===== src/hw/rtl/assert_macros.svh =====
// Assertion macros shared by the RTL modules
`ifndef ASSERT_MACROS_SVH
`define ASSERT_MACROS_SVH

// Clocked assertion, held off while reset is asserted
`define RSC_ASSERT(label, prop, msg) \
    label: assert property (@(posedge i_clk) disable iff (!i_rst_n) prop) else $error(msg);

// Clocked assertion that a condition never holds
`define RSC_NEVER(label, cond, msg) \
    label: assert property (@(posedge i_clk) disable iff (!i_rst_n) !(cond)) else $error(msg);

`endif


===== src/hw/rtl/rsc_pkg.sv =====
// Types and constants of the row standardiser
package rsc_pkg;

    localparam int CFG_IDX_W = 8;
    localparam int CFG_DATA_W = 24;

    localparam logic [CFG_IDX_W-1:0] CFG_ROW_LENGTH = 8'd0;
    localparam logic [CFG_IDX_W-1:0] CFG_SCALE_EN   = 8'd1;
    localparam logic [CFG_IDX_W-1:0] CFG_CENTER_EN  = 8'd2;
    localparam logic [CFG_IDX_W-1:0] CFG_CLIP_MAX   = 8'd3;

    localparam logic [15:0] ROW_LENGTH_RST = 16'd2;
    localparam logic [23:0] CLIP_MAX_RST   = 24'd655360;

    localparam int CNT_W = 7;
    localparam logic [CNT_W-1:0] DIV_STEPS  = 7'd127;
    localparam logic [CNT_W-1:0] SQRT_STEPS = 7'd31;
    localparam logic [CNT_W-1:0] MULN_STEPS = 7'd15;
    localparam logic [CNT_W-1:0] MULM_STEPS = 7'd39;

    typedef enum logic [4:0] {
        S_IDLE,
        S_GATHER_ACC,
        S_MEAN_LOAD,
        S_MEAN_DIV,
        S_MEAN_END,
        S_MULN_LOAD,
        S_MULN,
        S_MULN_END,
        S_MULM_LOAD,
        S_MULM,
        S_VAR_LOAD,
        S_VAR_DIV,
        S_VAR_END,
        S_SQRT,
        S_INV_LOAD,
        S_INV_DIV,
        S_INV_END,
        S_SCALE_MUL,
        S_SCALE_OUT
    } t_state;

    typedef enum logic [3:0] {
        OP_NONE,
        OP_LATCH,
        OP_ACCUM,
        OP_MEAN_LOAD,
        OP_DIV_STEP,
        OP_MEAN_END,
        OP_MULN_LOAD,
        OP_MUL_STEP,
        OP_MULN_END,
        OP_MULM_LOAD,
        OP_VAR_LOAD,
        OP_VAR_END,
        OP_SQRT_STEP,
        OP_INV_LOAD,
        OP_INV_END,
        OP_SCALE_MUL
    } t_op;

    typedef struct packed {
        t_op  op;
        logic out_en;
    } t_dp_cmd;

    typedef struct packed {
        logic stats_ready;
    } t_dp_status;

    typedef struct packed {
        logic [15:0] row_length;
        logic        scale_enable;
        logic        center_enable;
        logic [23:0] clip_max;
    } t_cfg;

endpackage


===== src/hw/rtl/rsc_cfg.sv =====
// Configuration register file of the row standardiser
module rsc_cfg (
    input  logic                          i_clk,
    input  logic                          i_rst_n,
    input  logic                          i_cfg_we,
    input  logic [rsc_pkg::CFG_IDX_W-1:0]  i_cfg_index,
    input  logic [rsc_pkg::CFG_DATA_W-1:0] i_cfg_data,
    output rsc_pkg::t_cfg                 o_cfg
);
    import rsc_pkg::*;

    t_cfg r_cfg;

    always_ff @(posedge i_clk) begin
        if (!i_rst_n) begin
            r_cfg.row_length    <= ROW_LENGTH_RST;
            r_cfg.scale_enable  <= 1'b1;
            r_cfg.center_enable <= 1'b1;
            r_cfg.clip_max      <= CLIP_MAX_RST;
        end else if (i_cfg_we) begin
            case (i_cfg_index)
                CFG_ROW_LENGTH: r_cfg.row_length    <= i_cfg_data[15:0];
                CFG_SCALE_EN:   r_cfg.scale_enable  <= i_cfg_data[0];
                CFG_CENTER_EN:  r_cfg.center_enable <= i_cfg_data[0];
                CFG_CLIP_MAX:   r_cfg.clip_max      <= i_cfg_data;
                default: ;
            endcase
        end
    end

    assign o_cfg = r_cfg;

endmodule


===== config.mk =====
export PLATFORM = sky130hd
export DESIGN_NAME = rsc_cfg
export DESIGN_NICKNAME = d
export VERILOG_FILES = /design/src/hw/rtl/assert_macros.svh /design/src/hw/rtl/rsc_pkg.sv /design/src/hw/rtl/rsc_cfg.sv
export SDC_FILE = /design/constraint.sdc
export NUM_CORES = 1
export LEC_CHECK = 0
export BUFFER_PORTS_ARGS = -buffer_cell sky130_fd_sc_hd__clkbuf_2
export CORE_MARGIN = 4
export CORE_UTILIZATION = 35
export CTS_BUF_LIST = sky130_fd_sc_hd__clkbuf_8
export DETAILED_ROUTE_END_ITERATION = 12
export GPL_TIMING_DRIVEN = 0
export PLACE_DENSITY_LB_ADDON = 0.3
export SETUP_SLACK_MARGIN = 0.3
export SYNTH_ARGS = -nofsm -noshare
export SYNTH_HDL_FRONTEND = slang
export SYNTH_SLANG_ARGS = --single-unit

===== constraint.sdc =====
create_clock -name i_clk -period 1.2 [get_ports i_clk]
set_input_delay 0.18 -clock i_clk [delete_from_list [all_inputs] [get_ports i_clk]]
set_output_delay 0.18 -clock i_clk [all_outputs]
set_load 0.02 [all_outputs]

==> impl_metrics.py <==
metrics = {
    "timing": {
        "finalCritPeriodShare_pct": 82.8,
        "maxClockFrequency_mhz": 1010,
        "fin_max_slew_vios": 0,
        "final_period_minus_worst_setup_slack_ns": 0.993,
        "finalHoldViolCount": 0,
        "timing.final.setup_violations": 0,
        "worstMarginPinSlew_ns": 0.529,
        "fin_skew_ns": 0,
        "rsz0062_at_grt": "yes",
        "layout_setup_ws_ns": 0.207,
        "holdWs_ns": 0.108,
        "slew_headroom_pct": 64.7,
    },
    "power": {
        "switching_share_pct": 21.6,
        "combinationalPowerShare_pct": 6.6,
        "power_per_cell_area_mw_per_mm2": 913,
        "power.static_leakage_nw": 1.52,
        "clock_power_share_pct": 41.1,
        "irDropWorstVdd_mv": 0.458,
        "netSwitchingPower_uw": 576,
        "internal_dissipation_mw": 2.08,
        "seq_power_share_pct": 52.3,
    },
    "yosys": {
        "synth_cell_type_count": 12,
        "synth_seq_cells": 42,
        "seq_area_frac_synth_pct": 49.3,
        "synth_nets": 205,
        "synthesis.yosys.warnings": 0,
        "syn_avg_cell_area_um2": 10.0,
        "synth.cell_area_mm2": 0.00171,
        "post_synth_inst_count": 170,
    },
    "floorplanning": {
        "die_area_mm2": 0.00606,
        "rows": 25,
        "core_region_area_mm2": 0.00472,
        "initial_utilization_pct": 36.1,
        "die_height_um": 77.8,
        "boundaryPins": 77,
        "die_w_um": 77.8,
    },
    "clock_network": {
        "hold_fix_buffers_cts": 0,
        "cts.sink_count": 42,
        "clock_insertion_delay_worst_skew_ns": 0.28,
        "total_cts_buffers": 5,
        "root_buffer": "clkbuf_8",
        "tritoncts": "done",
        "htree_levels": 2,
        "path_clk_slew_ns": 0.08,
        "maximum_clock_insertion_buffer_count": 2,
    },
    "worst_setup_path": {
        "timing.critical_path.fanout_max": 10,
        "worst_ep_required_time_ns": 1.37,
        "worstSetupEndpointType": "register",
        "worst_setup_path_start_kind": "input pin",
        "critical_path.cell_chain": "buf_6, nor4b_4, buf_4, nand4_4, buf_6, mux2i_1",
        "criticalPathCategory": "input pin to register",
        "slowest_stage": "nor4b_4",
        "critical_path_arrival_ns": 1.17,
        "critical-path-top-cell-by-count": "buf_6",
        "critical-path-max-stage-delay_ns": 0.28,
    },
    "cells_and_area": {
        "final_nets": 301,
        "largest_register_ff_count": 42,
        "mostFrequentLayoutCells": "59 x nand2_1, 43 x buf_8, 42 x mux2i_1",
        "mostFrequentLayoutCell": "nand2_1",
        "synthToLayoutAreaGrowth_pct": 70.7,
        "layout-drive-gt1-share_pct": 56.2,
        "layout.cell_area.non_filler_mm2": 0.00291,
        "total_inserted_antenna_cells": 0,
    },
    "route": {
        "wirelength_per_cell_um": 13.4,
        "drtPass1Iterations": 4,
        "initialDrtViolationCount": 57,
        "via_per_inst": 4.44,
        "wl_mm": 4.48,
        "detailroute.via_count": 1482,
        "detail_route.drc_violations": 0,
        "drtAntennaViolNets": 0,
    },
    "job": {
        "cap_viol_max_count": 0,
    },
    "place": {
        "dp_worst_setup_slack_ns": -0.215,
        "routabilityCongestion": 0.687,
        "placement.cell_area_mm2": 0.00217,
        "io_buffers": 75,
        "dp_hpwl_mm": 3.02,
    },
    "grt": {
        "antenna_found_initial": 0,
        "grt_use_total_pct": 14.5,
        "first_global_vias": 1495,
        "overflow_left_after_global_routing": 0,
        "grt_pass1_wl_mm": 6.89,
        "pin_count_of_the_biggest_net_entering_global_routing": 14,
    },
    "status": {
        "run_status": "completed",
    },
    "min_path": {
        "hp-class": "input pin to register",
    },
}
## timing repair
| item | 4_1_cts | 5_1_grt |
|---|---|---|
| gates resized for setup | 131 | 49 |
| gates cloned | 0 | 1 |
| endpoints found under the setup margin | 82 | 84 |
| pin swaps | 3 | 1 |
| buffers inserted | 8 | 5 |
## power groups by stage
stage / Combinational (mW) / Clock [mW] / Sequential, mW
5_1_grt: 0.195 / 1.18 / 1.39
4_1_cts: 0.170 / 1.12 / 1.39
3_5_place_dp: 0.161 / 0 / 1.43
3_3_place_gp: 0.161 / 0 / 1.43
6_report: 0.176 / 1.09 / 1.39
2_1_floorplan: 0.0719 / 0 / 1.43
## worst max-delay path, delay by kind of cell
family,cells,cell delay (ns)
buf+inv,3,0.45
simple gates,2,0.40
mux,1,0.12
## through the flow
step                      power, mW  util [%]  instances  setup TNS [ns]
after floorplan                1.50         -        170          -0.164
after global placement         1.59      45.9        312           -6.18
after detailed placement       1.59      45.9        312           -6.56
after CTS                      2.68      59.0        328               0
after global routing           2.76      61.7        334               0
final                          2.66      61.7        334               0
## area by class of cell
class,count,area [µm²]
Fill cell,393,1810
Timing Repair Buffer,89,945
Sequential cell,42,896
Multi-Input combinational cell,116,788
Buffer,12,92.6
Tap cell,67,83.8
Clock buffer,5,68.8
Clock inverter,3,40.0
## synth_stat cells
cell type,number,area (µm²)
clkbuf_1,8,30.0
nand4_4,1,21.3
nand2_1,59,221
nand4bb_1,1,11.3
mux2i_1,42,420
nor4b_4,1,23.8
nand4b_1,2,17.5
nor3_2,1,10.0
buf_12,1,20.0
dfxtp_1,42,841
buf_6,3,33.8
nor2b_1,9,56.3
## metal layers
metal / track usage (%) / routed length, µm
met5: 0 / 0
met4: 3.38 / 20
met3: 4.99 / 274
met2: 24.6 / 2250
met1: 17.7 / 1940
## worst paths after layout
kind	startpoint	end	slack (ns)	cells past startpoint
worst max register to register	o_cfg[23]	o_cfg[23]	0.45	3
worst min register to register	o_cfg[0]	o_cfg[0]	0.48	2
worst min-delay path	i_cfg_data[16]	o_cfg[16]	0.11	3
worst max-delay path	i_cfg_index[2]	o_cfg[17]	0.21	6
## cell families after synthesis
| group | synth area share [%] |
|---|---|
| buf+inv | 4.91 |
| flops | 49.3 |
| mux | 24.6 |
| simple gates | 21.2 |
(Power assumes the default switching activity.)
