$ cat src/hw/rtl/assert_macros.svh
// Assertion macros shared by the RTL modules
`ifndef ASSERT_MACROS_SVH
`define ASSERT_MACROS_SVH

// Clocked assertion, held off while reset is asserted
`define RSC_ASSERT(label, prop, msg) \
    label: assert property (@(posedge i_clk) disable iff (!i_rst_n) prop) else $error(msg);

// Clocked assertion that a condition never holds
`define RSC_NEVER(label, cond, msg) \
    label: assert property (@(posedge i_clk) disable iff (!i_rst_n) !(cond)) else $error(msg);

`endif

$ cat src/hw/rtl/rsc_pkg.sv
// Types and constants of the row standardiser
package rsc_pkg;

    localparam int CFG_IDX_W = 8;
    localparam int CFG_DATA_W = 24;

    localparam logic [CFG_IDX_W-1:0] CFG_ROW_LENGTH = 8'd0;
    localparam logic [CFG_IDX_W-1:0] CFG_SCALE_EN   = 8'd1;
    localparam logic [CFG_IDX_W-1:0] CFG_CENTER_EN  = 8'd2;
    localparam logic [CFG_IDX_W-1:0] CFG_CLIP_MAX   = 8'd3;

    localparam logic [15:0] ROW_LENGTH_RST = 16'd2;
    localparam logic [23:0] CLIP_MAX_RST   = 24'd655360;

    localparam int CNT_W = 7;
    localparam logic [CNT_W-1:0] DIV_STEPS  = 7'd127;
    localparam logic [CNT_W-1:0] SQRT_STEPS = 7'd31;
    localparam logic [CNT_W-1:0] MULN_STEPS = 7'd15;
    localparam logic [CNT_W-1:0] MULM_STEPS = 7'd39;

    typedef enum logic [4:0] {
        S_IDLE,
        S_GATHER_ACC,
        S_MEAN_LOAD,
        S_MEAN_DIV,
        S_MEAN_END,
        S_MULN_LOAD,
        S_MULN,
        S_MULN_END,
        S_MULM_LOAD,
        S_MULM,
        S_VAR_LOAD,
        S_VAR_DIV,
        S_VAR_END,
        S_SQRT,
        S_INV_LOAD,
        S_INV_DIV,
        S_INV_END,
        S_SCALE_MUL,
        S_SCALE_OUT
    } t_state;

    typedef enum logic [3:0] {
        OP_NONE,
        OP_LATCH,
        OP_ACCUM,
        OP_MEAN_LOAD,
        OP_DIV_STEP,
        OP_MEAN_END,
        OP_MULN_LOAD,
        OP_MUL_STEP,
        OP_MULN_END,
        OP_MULM_LOAD,
        OP_VAR_LOAD,
        OP_VAR_END,
        OP_SQRT_STEP,
        OP_INV_LOAD,
        OP_INV_END,
        OP_SCALE_MUL
    } t_op;

    typedef struct packed {
        t_op  op;
        logic out_en;
    } t_dp_cmd;

    typedef struct packed {
        logic stats_ready;
    } t_dp_status;

    typedef struct packed {
        logic [15:0] row_length;
        logic        scale_enable;
        logic        center_enable;
        logic [23:0] clip_max;
    } t_cfg;

endpackage

$ cat src/hw/rtl/rsc_ctrl.sv
// Controller state machine of the row standardiser
`include "assert_macros.svh"
module rsc_ctrl (
    input  logic                i_clk,
    input  logic                i_rst_n,
    input  logic                i_start,
    input  logic                i_kind,
    input  rsc_pkg::t_cfg       i_cfg,
    input  rsc_pkg::t_dp_status i_status,
    output rsc_pkg::t_dp_cmd    o_cmd,
    output logic                o_busy
);
    import rsc_pkg::*;

    t_state r_state, n_state;
    logic [CNT_W-1:0] r_cnt, n_cnt;
    logic accept;

    assign accept = i_start && (r_state == S_IDLE);
    assign o_busy = (r_state != S_IDLE);

    always_ff @(posedge i_clk) begin
        if (!i_rst_n) begin
            r_state <= S_IDLE;
            r_cnt   <= '0;
        end else begin
            r_state <= n_state;
            r_cnt   <= n_cnt;
        end
    end

    // next state and loop counter
    always_comb begin
        n_state = r_state;
        n_cnt   = '0;
        case (r_state)
            S_IDLE: begin
                if (i_start) begin
                    if (!i_kind) begin
                        n_state = S_GATHER_ACC;
                    end else if (i_status.stats_ready) begin
                        n_state = S_SCALE_MUL;
                    end else begin
                        n_state = S_MEAN_LOAD;
                    end
                end
            end
            S_GATHER_ACC: n_state = S_IDLE;
            S_MEAN_LOAD:  n_state = S_MEAN_DIV;
            S_MEAN_DIV: begin
                if (r_cnt == DIV_STEPS) begin
                    n_state = S_MEAN_END;
                end else begin
                    n_cnt = r_cnt + 1'b1;
                end
            end
            S_MEAN_END: begin
                if (!i_cfg.scale_enable) begin
                    n_state = S_SCALE_MUL;
                end else if (i_cfg.center_enable) begin
                    n_state = S_MULN_LOAD;
                end else begin
                    n_state = S_VAR_LOAD;
                end
            end
            S_MULN_LOAD: n_state = S_MULN;
            S_MULN: begin
                if (r_cnt == MULN_STEPS) begin
                    n_state = S_MULN_END;
                end else begin
                    n_cnt = r_cnt + 1'b1;
                end
            end
            S_MULN_END:  n_state = S_MULM_LOAD;
            S_MULM_LOAD: n_state = S_MULM;
            S_MULM: begin
                if (r_cnt == MULM_STEPS) begin
                    n_state = S_VAR_LOAD;
                end else begin
                    n_cnt = r_cnt + 1'b1;
                end
            end
            S_VAR_LOAD: n_state = S_VAR_DIV;
            S_VAR_DIV: begin
                if (r_cnt == DIV_STEPS) begin
                    n_state = S_VAR_END;
                end else begin
                    n_cnt = r_cnt + 1'b1;
                end
            end
            S_VAR_END: n_state = S_SQRT;
            S_SQRT: begin
                if (r_cnt == SQRT_STEPS) begin
                    n_state = S_INV_LOAD;
                end else begin
                    n_cnt = r_cnt + 1'b1;
                end
            end
            S_INV_LOAD: n_state = S_INV_DIV;
            S_INV_DIV: begin
                if (r_cnt == DIV_STEPS) begin
                    n_state = S_INV_END;
                end else begin
                    n_cnt = r_cnt + 1'b1;
                end
            end
            S_INV_END:   n_state = S_SCALE_MUL;
            S_SCALE_MUL: n_state = S_SCALE_OUT;
            S_SCALE_OUT: n_state = S_IDLE;
            default:     n_state = S_IDLE;
        endcase
    end

    // commands to the datapath
    always_comb begin
        o_cmd.op     = OP_NONE;
        o_cmd.out_en = 1'b0;
        case (r_state)
            S_IDLE:       o_cmd.op = accept ? OP_LATCH : OP_NONE;
            S_GATHER_ACC: o_cmd.op = OP_ACCUM;
            S_MEAN_LOAD:  o_cmd.op = OP_MEAN_LOAD;
            S_MEAN_DIV:   o_cmd.op = OP_DIV_STEP;
            S_MEAN_END:   o_cmd.op = OP_MEAN_END;
            S_MULN_LOAD:  o_cmd.op = OP_MULN_LOAD;
            S_MULN:       o_cmd.op = OP_MUL_STEP;
            S_MULN_END:   o_cmd.op = OP_MULN_END;
            S_MULM_LOAD:  o_cmd.op = OP_MULM_LOAD;
            S_MULM:       o_cmd.op = OP_MUL_STEP;
            S_VAR_LOAD:   o_cmd.op = OP_VAR_LOAD;
            S_VAR_DIV:    o_cmd.op = OP_DIV_STEP;
            S_VAR_END:    o_cmd.op = OP_VAR_END;
            S_SQRT:       o_cmd.op = OP_SQRT_STEP;
            S_INV_LOAD:   o_cmd.op = OP_INV_LOAD;
            S_INV_DIV:    o_cmd.op = OP_DIV_STEP;
            S_INV_END:    o_cmd.op = OP_INV_END;
            S_SCALE_MUL:  o_cmd.op = OP_SCALE_MUL;
            S_SCALE_OUT:  o_cmd.out_en = 1'b1;
            default:      o_cmd.op = OP_NONE;
        endcase
    end

    `RSC_ASSERT(a_gather_path, (accept && !i_kind) |=> (r_state == S_GATHER_ACC),
        "gather request did not go to accumulation")
    `RSC_ASSERT(a_scale_path, (accept && i_kind) |=>
        (r_state == S_SCALE_MUL || r_state == S_MEAN_LOAD), "scale request misrouted")
    `RSC_ASSERT(a_out_once, (r_state == S_SCALE_OUT) |=> (r_state == S_IDLE),
        "result stage did not return to idle")

endmodule

$ cat config.mk
export PLATFORM = sky130hd
export DESIGN_NAME = rsc_ctrl
export DESIGN_NICKNAME = d
export VERILOG_FILES = /design/src/hw/rtl/rsc_pkg.sv /design/src/hw/rtl/rsc_ctrl.sv
export VERILOG_INCLUDE_DIRS = /design/src /design/src/hw/rtl
export SDC_FILE = /design/constraint.sdc
export NUM_CORES = 1
export LEC_CHECK = 0
export BUFFER_PORTS_ARGS = -buffer_cell sky130_fd_sc_hd__buf_2
export CELL_PAD_IN_SITES_DETAIL_PLACEMENT = 1
export CELL_PAD_IN_SITES_GLOBAL_PLACEMENT = 1
export CORE_UTILIZATION = 27
export CTS_CLUSTER_DIAMETER = 100
export DETAILED_ROUTE_END_ITERATION = 8
export PLACE_DENSITY = 0.81
export SYNTH_ARGS = -nofsm -noshare
export SYNTH_HDL_FRONTEND = slang
export SYNTH_SLANG_ARGS = --single-unit
$ cat constraint.sdc
create_clock -name i_clk -period 1.7 [get_ports i_clk]
set_input_delay 0 -clock i_clk [delete_from_list [all_inputs] [get_ports i_clk]]
set_output_delay 0 -clock i_clk [all_outputs]
set_load 0.01 [all_outputs]
==> parameters.txt <==
Parameter                              Value

Run status
  Outcome    complete, but fails checks
  Failing checks    setup timing

Critical path
  Element type at the critical path start    flip-flop
  CP peak stage delay    0.44 ns
  R2r endpoint    r_state[1]$_SDFFE_PN0P_
  Startpoint of the lowest-slack register-to-register path    r_cnt[0]$_SDFF_PN0_
  CP required    1.90 ns
  Slowest stage cell, crit path    or4_4
  Crit-path cells    ha_4, nand3_2, or4_4, a32oi_4, o211a_4, mux2i_1
  Number of cell instances on the worst register-to-register path    6
  CP Class    reg -> reg
  Sort of element at the end of the critical path    flip-flop
  Data arrival time at the worst-slack endpoint    2.01 ns
  R2R setup slack    -0.11 ns
  Worst Path Max Fanout    5

Placement
  Inst Count DP    199
  Area post-placement    1210 sq um
  Pre-CTS setup slack    -0.154 ns
  Placed wire-length estimate    2410 um
  Port bufs    12
  GP Congestion    0.865

GRT
  Pin count of the biggest net entering global routing    14
  Remaining global-route overflow    0
  First-pass GRT wire length    5410 um
  Number of antenna violations at the first check in global routing    0
  All-layer global routing usage    0.196
  Number of global-route vias before repair    1096

Floorplanning
  CORE AREA    3390 sq um
  Top-level port count    53
  Die height    61.8 um
  Width of the die    61.8 um
  Die outline area    3820 sq um
  Starting density of the core    0.285
  Core Rows    21

Route
  Per-cell via count in the routed design    5.63
  DR DRC count    0
  Routed wire length per instance    17.8 um
  Count of antenna-violating nets left after detailed routing    0
  DRC marker count from the first detailed-route iteration    25
  Total vias in the final route    1172
  Total wirelength of the detailed-routed design    3710 um
  Pre-antenna DRT Iters    4

CTS
  CTS tree    done
  Clock root buffer    clkbuf_4
  Latest clock arrival within the worst-skew pair    0.27 ns
  Number of levels in the clock H-tree    1
  Count of clock tree sinks    12
  Number of buffers created by CTS    3
  Buffer levels on the longest clock path    2
  Clock-pin transition on the worst setup and hold timing paths    0.08 ns
  Number of buffers added to fix hold violations after cts    0

STA
  Final hold violations    0
  Slew at the pin closest to its max-slew limit    0.383 ns
  Fmax    553 MHz
  Final Max Tran Viols    0
  Final Hold Slack    0.0575 ns
  Portion of the clock cycle consumed by the worst path in the final layout    1.06
  Clk_skew    0.00183 ns
  Minimum setup slack in the final design    -0.110 ns
  Max-slew headroom    0.742
  Final setup violating endpoints    11
  Final critical path time including I/O delays and setup    1.81 ns
  RSZ-0062 raised after global routing    true

Power and ir drop
  Worst supply voltage drop on vdd    0.000388 V
  Leakage    0.564 nW
  Power per cell area    1070 nW/um^2

Min path
  Path class of the lowest-slack min-delay path    in -> reg
  Hold Path End    r_state[0]$_SDFFE_PN0P_
  Startpoint of the tightest hold check path    i_rst_n
  Number of stages on the worst hold path    3

Logic synthesis
  Synthesized instance count    129
  Number of flops mapped to enable cells by yosys    0
  Cell types with the highest counts after synthesis    12 x dfxtp_1, 12 x nand2_1, 12 x nor2_1
  Synth Warn #    0
  Mapped Area    966 sq um
  Top area cells in the synthesized netlist    dfxtp_1 25%, nand2_1 4.7%, nor2_1 4.7%, mux2i_1 4.1%, nor3_1 4.1%
  Synthesized area per cell    7.49 sq um
  Most common flop cell mapped by yosys    dfxtp_1
  Fraction of the yosys area taken by sequential cells    0.249
  Post-synth top area cell    dfxtp_1
  Yosys top cell area share    0.249
  Net count of the mapped netlist    177
  Number of unique standard cell types used by synthesis    51
  FFs w/ async S/R, synth    0
  Yosys reg bits    12

Cells and area
  Layout Cell Area excl Fill    1340 sq um
  Number of nets in the final layout    211
  Diode count    0
  Post-layout instance count excluding filler cells    208
  Layout overhead on the synthesized area    38.7%
  Share of cells above drive strength 1    0.389

Run
  Number of max-cap violations    0
-- through the flow --
step	power [mW]	util	setup TNS [ns]
floorplan	0.851	-	-0.0989
global placement	1.08	0.358	-0.250
detailed placement	1.11	0.358	-0.699
CTS	1.37	0.382	-0.363
global route	1.51	0.395	-1.41
finish	1.43	0.395	-0.851
-- cells in the final DEF, fill, tap and decap left out, drive strengths merged, types with 3 or more instances in the layout --
cell,n
a21oi,6
clkbuf,4
nor2,12
nor2b,3
mux2i,4
nand3,6
buf,38
o21ai,7
dfxtp,12
inv,4
and3,3
a32oi,3
nor3,8
nand2,12
xor2,3
-- worst max-delay path, delay by kind of cell (launching register included) --
kind / cells / cell delay [ns]
AND/OR/NAND/NOR: 2 / 0.52
AO/OA/AOI/OAI: 2 / 0.49
flip-flops: 1 / 0.36
multiplexers: 1 / 0.20
adder cells (fa/ha/maj): 1 / 0.17
-- state kept, by name, indices dropped and copies added, names as in the netlist --
| name | flops |
|---|---|
| r_state | 5 |
| r_cnt | 7 |
-- metal layers --
metal	GRT usage	wire [um]
met4	0.0667	74
met5	0	0
met1	0.259	1620
met3	0.0207	134
met2	0.333	1880
-- cell type report --
type | count | area, sq um
Multi-Input combinational cell | 104 | 729
Inverter | 4 | 15.0
Tap cell | 46 | 57.6
Fill cell | 418 | 2050
Clock buffer | 4 | 36.3
Timing Repair Buffer | 38 | 255
Sequential cell | 12 | 246
-- how the worst max path moves through the flow --
stage | start | slack, ns | end | cells after the start
2_1_floorplan | r_cnt[1]$_SDFF_PN0_ | -0.02 | r_state[1]$_SDFFE_PN0P_ | 7
3_3_place_gp | r_cnt[1]$_SDFF_PN0_ | -0.06 | r_state[0]$_SDFFE_PN0P_ | 6
3_5_place_dp | r_cnt[1]$_SDFF_PN0_ | -0.15 | r_state[1]$_SDFFE_PN0P_ | 6
4_1_cts | r_cnt[0]$_SDFF_PN0_ | -0.07 | r_state[1]$_SDFFE_PN0P_ | 6
5_1_grt | r_cnt[0]$_SDFF_PN0_ | -0.16 | r_state[1]$_SDFFE_PN0P_ | 6
6_report | r_cnt[0]$_SDFF_PN0_ | -0.11 | r_state[1]$_SDFFE_PN0P_ | 6
-- power by group --
| part | total [mW] | leakage [nW] | internal [mW] | switching [mW] |
|---|---|---|---|---|
| clock network | 0.230 | 0.0210 | 0.130 | 0.100 |
| registers | 0.373 | 0.0994 | 0.314 | 0.0588 |
| logic | 0.825 | 0.444 | 0.342 | 0.483 |
| total | 1.43 | 0.564 | 0.787 | 0.642 |
-- timing repair --
action | in CTS | in global routing
gates cloned | 0 | 0
pin swaps | 2 | 0
buffers inserted | 4 | 1
resized for setup | 5 | 7
hold endpoints to repair | 0 | 0
endpoints found under the setup margin | 10 | 13
-- cells by family (layout without fill, tap and decap cells) --
family,Yosys count,in the layout,synth area share
and+or+nand+nor,59,59,0.332
buffers and inverters,13,46,0.0609
AOI/OAI and AO/OA,35,35,0.259
adders and majority gates,1,1,0.0130
xor gates and xnor gates,5,5,0.0453
DFF,12,12,0.249
muxes,4,4,0.0415
Power figures use the tool's default switching activity.
